--- src/rtl/snl_pkg.sv ---
// Package for the Sobel / non-maximum suppression / double threshold block.
// Holds the shared widths, register indexes, direction codes and border type.
// No dependencies.
package snl_pkg;

  localparam int MAX_WIDTH = 1024;
  localparam int COL_W     = $clog2(MAX_WIDTH);

  localparam int PIX_W     = 8;
  localparam int FW_W      = 11;
  localparam int FH_W      = 12;
  localparam int THR_W     = 11;
  localparam int THR_SQ_W  = 2 * THR_W;
  localparam int ABS_W     = 10;
  localparam int SQ_W      = 2 * ABS_W;
  localparam int MAG_W     = SQ_W + 1;
  localparam int DIR_W     = 2;
  localparam int CLS_W     = 2;
  localparam int PROD_W    = 20;
  localparam int POS_W     = 23;
  localparam int ROW_W     = FH_W;
  localparam int GROW_W    = FH_W + 1;
  localparam int ADDR_W    = 4;
  localparam int DATA_W    = 32;

  // Tangent bounds of 22.5 and 67.5 degrees in 8-bit fraction fixed point.
  localparam int TAN_LO    = 106;
  localparam int TAN_HI    = 618;

  localparam logic [FW_W-1:0]  FW_RESET  = 11'd1024;
  localparam logic [FH_W-1:0]  FH_RESET  = 12'd768;
  localparam logic [THR_W-1:0] THR_RESET = 11'd20;

  typedef enum logic [1:0] {
    REG_WIDTH  = 2'd0,
    REG_HEIGHT = 2'd1,
    REG_LOW    = 2'd2,
    REG_HIGH   = 2'd3
  } reg_idx_t;

  typedef enum logic [DIR_W-1:0] {
    DIR_HORZ = 2'd0,
    DIR_DIAG = 2'd1,
    DIR_VERT = 2'd2,
    DIR_ANTI = 2'd3
  } dir_t;

  localparam logic [CLS_W-1:0] CLS_NONE   = 2'd0;
  localparam logic [CLS_W-1:0] CLS_WEAK   = 2'd1;
  localparam logic [CLS_W-1:0] CLS_STRONG = 2'd2;
  localparam logic [CLS_W-1:0] CLS_UNUSED = 2'd3;

  // Which sides of a 3x3 neighborhood fall outside the frame.
  typedef struct packed {
    logic top;
    logic bottom;
    logic left;
    logic right;
  } border_t;

endpackage

--- src/rtl/snl_sobel.sv ---
// Sobel gradient of a 3x3 window with zero outside the frame, and direction sector.
// Depends on snl_pkg.
module snl_sobel import snl_pkg::*; (
  input  logic [2:0][2:0][PIX_W-1:0] win,
  input  border_t                    border,
  output logic [ABS_W-1:0]           abs_x,
  output logic [ABS_W-1:0]           abs_y,
  output logic [DIR_W-1:0]           dir
);

  logic [2:0][2:0][PIX_W-1:0] v;
  logic [ABS_W-1:0]           pos_x, neg_x, pos_y, neg_y;
  logic [PROD_W-1:0]          ay_scaled, lo_prod, hi_prod;

  always_comb begin
    for (int r = 0; r < 3; r++) begin
      for (int c = 0; c < 3; c++) begin
        if ((r == 0 && border.top) || (r == 2 && border.bottom) ||
            (c == 0 && border.left) || (c == 2 && border.right)) begin
          v[r][c] = '0;
        end else begin
          v[r][c] = win[r][c];
        end
      end
    end
  end

  assign pos_x = ABS_W'(v[0][2]) + ABS_W'({v[1][2], 1'b0}) + ABS_W'(v[2][2]);
  assign neg_x = ABS_W'(v[0][0]) + ABS_W'({v[1][0], 1'b0}) + ABS_W'(v[2][0]);
  assign pos_y = ABS_W'(v[2][0]) + ABS_W'({v[2][1], 1'b0}) + ABS_W'(v[2][2]);
  assign neg_y = ABS_W'(v[0][0]) + ABS_W'({v[0][1], 1'b0}) + ABS_W'(v[0][2]);

  assign abs_x = (pos_x >= neg_x) ? pos_x - neg_x : neg_x - pos_x;
  assign abs_y = (pos_y >= neg_y) ? pos_y - neg_y : neg_y - pos_y;

  assign ay_scaled = PROD_W'(abs_y) << 8;
  assign lo_prod   = PROD_W'(abs_x) * PROD_W'(TAN_LO);
  assign hi_prod   = PROD_W'(abs_x) * PROD_W'(TAN_HI);

  always_comb begin
    priority if (ay_scaled <= lo_prod) begin
      dir = DIR_HORZ;
    end else if (ay_scaled > hi_prod) begin
      dir = DIR_VERT;
    end else if ((pos_x > neg_x) == (pos_y > neg_y)) begin
      dir = DIR_DIAG;
    end else begin
      dir = DIR_ANTI;
    end
  end

endmodule

--- config.mk ---
export PLATFORM = sky130hd
export DESIGN_NAME = snl_sobel
export DESIGN_NICKNAME = d
export VERILOG_FILES = /design/src/rtl/snl_pkg.sv /design/src/rtl/snl_sobel.sv
export SDC_FILE = /design/constraint.sdc
export NUM_CORES = 1
export LEC_CHECK = 0
export ABC_AREA = 1
export BUFFER_PORTS_ARGS = -buffer_cell sky130_fd_sc_hd__buf_4
export CAP_MARGIN = 20
export CORE_MARGIN = 3
export CORE_UTILIZATION = 38
export DETAILED_ROUTE_END_ITERATION = 8
export PLACE_DENSITY = 0.6
export SYNTH_ARGS = -nofsm -noshare
export SYNTH_HDL_FRONTEND = slang
export SYNTH_SLANG_ARGS = --single-unit
--- constraint.sdc ---
create_clock -name vclk -period 18.62
set_input_delay 3.724 -clock vclk [all_inputs]
set_output_delay 3.724 -clock vclk [all_outputs]
set_load 0.01 [all_outputs]
==> flow_summary.ini <==
[synth]
netlist_area_mm2 = 0.00745
ys_top_cells_by_area = ha_1, fa_1, inv_1, nand2_1, xor2_1
ys_seq_area_share_pct = 0
syn_nets = 1366
ys_types = 53
ys_warn_count = 0
netlist.top_cell.by_area = ha_1
synthMuxAreaShare_pct = 0.269
synthAdderAreaFrac_pct = 45.8
post_synth_and_or_nand_nor_area_fraction_pct = 19.6
yosys.area.top_type_share_pct = 27.2
syn_inst = 1059
synth_xor_area_share_pct = 8.13
synth_top_family_by_area = adder cells
synth_compound_area_share_pct = 11.6
syn_area_per_cell_um2 = 7.03

[layout]
syn_to_final_growth_pct = 12.9
antenna_cells = 0
layout_common_cells = inv_1, nand2_1, ha_1, buf_4, fa_1
multiInputGateArea_mm2 = 0.00635
stdcell_count = 1404
num-fill-cells = 2003
layout-drive-gt1-share_pct = 11.4
layout_commonest_cell = inv_1
clkbuf_count = 0
flops_and_latches = 0
fin_nets = 1453
regArea_um2 = 0

[min_path]
min_to = abs_y[0]
hp-start = border[0]
whs_path_depth = 6
hold_path_class = primary input to primary output

[drt]
dr.pass1.iters = 4
routed_wl_um = 18400
drcViolationCount = 0
ant_nets = 0
wire_per_inst_um = 13.1
routed_via_density = 4.62
drtIter0Drc = 241
vias = 6482

[placement]
gp_congestion = 0.963
numPortBuffers = 90
dp_cells = 1404
place_hpwl_um = 17200

[grt]
grt_max_degree = 12
antenna_found_initial = 0
grt_pass1_vias = 6478
grt_pass1_wl_um = 30400
track_usage_pct = 16.9
grt.overflow.total = 0

[die]
num_rows = 50
fp.dieArea_mm2 = 0.0213
initial_core_util_pct = 39.3
core_area_mm2 = 0.0190
fp.dieW_um = 146
dieHeight_um = 146
boundaryPins = 98

[critical_path]
slowest_delay_ns = 0.75
worstPathRequired_ns = 14.90
cp-start-kind = primary input
crit_path_top_delay_cell = xnor2_1
path_class = primary input to primary output
cp_max_fo = 11
cp-end-kind = primary output
arrival_ns = 13.25
startpoint = border[0]

[sta]
rsz0062_at_grt = false
fmax_mhz = 58.9
period_share_pct = 91.2
drv_slew = 0
setup_viol = 0
hold_violations = 0
fin_crit_ns = 16.97
tightest_slew_ns = 0.931
setup_tns_ns = 0
slew_headroom_pct = 37.5

[status]
run_status = finished, final reports clean

[clocking]
post_cts_buffers = 0
cts_hold_buf = 0
ctsResizeCount = 0

[flow_run]
drv_cap = 0
==> worst max-delay path by stage <==
stage / end / slack [ns]
floorplan: dir[0] / 2.99
global placement: dir[0] / 1.63
detailed placement: dir[0] / 1.62
CTS: dir[0] / 1.59
global route: dir[0] / 0.84
finish: dir[0] / 1.65
==> metal layers <==
layer  GRT usage [%]  up-vias  part of all wire [%]
met5               0        -                     0
met4            2.12        0                   1.4
met3           0.747       15                   2.9
met2            31.1      120                    48
met1            22.6     2872                    47
li1                -     3475                     -
==> stage by stage <==
stage | cell area (um2) | worst slack [ns] | hold slack (ns) | util, %
floorplan | 7450 | 2.99 | 7.97 | -
global placement | 8410 | 1.63 | 8.42 | 44.4
CTS | 8410 | 1.59 | 8.42 | 44.4
finish | 8410 | 1.65 | 8.43 | 44.4
detailed placement | 8410 | 1.62 | 8.40 | 44.4
global route | 8410 | 0.842 | 8.50 | 44.4
==> critical path, delay by kind of cell <==
| family | cells | cell delay (ns) |
|---|---|---|
| AO/OA/AOI/OAI | 6 | 1.11 |
| XOR/XNOR | 3 | 1.16 |
| adder cells (fa/ha/maj) | 10 | 3.94 |
| buffers and inverters | 7 | 0.84 |
| AND/OR/NAND/NOR | 14 | 2.49 |
==> cell type report <==
type	instances	share of cell area, %
Tap cell	260	3.87
Multi-Input combinational cell	774	75.6
Timing Repair Buffer	90	8.04
Inverter	280	12.5
==> synthesized netlist by cell type, drive strengths merged, types with 2 or more instances <==
cell type / n
mux2i: 2
or2: 3
o2111ai: 2
a211oi: 3
nand4: 14
buf: 4
inv: 279
xnor2: 13
nor3: 7
nand3: 30
a21o: 8
o221ai: 3
fa: 69
a221oi: 2
o21bai: 15
a31oi: 5
nor3b: 5
nor2: 75
ha: 162
nand3b: 2
nand2: 195
xor2: 54
o21ai: 23
a21oi: 72
==> cell families after synthesis <==
family,after synthesis
adders and majority gates,231
buffers and inverters,285
and+or+nand+nor,334
muxes,2
AOI/OAI and AO/OA,140
xor gates and xnor gates,67
Power is not shown: default switching activity piles up to over one toggle a cycle in this logic, so the estimate is an artifact.
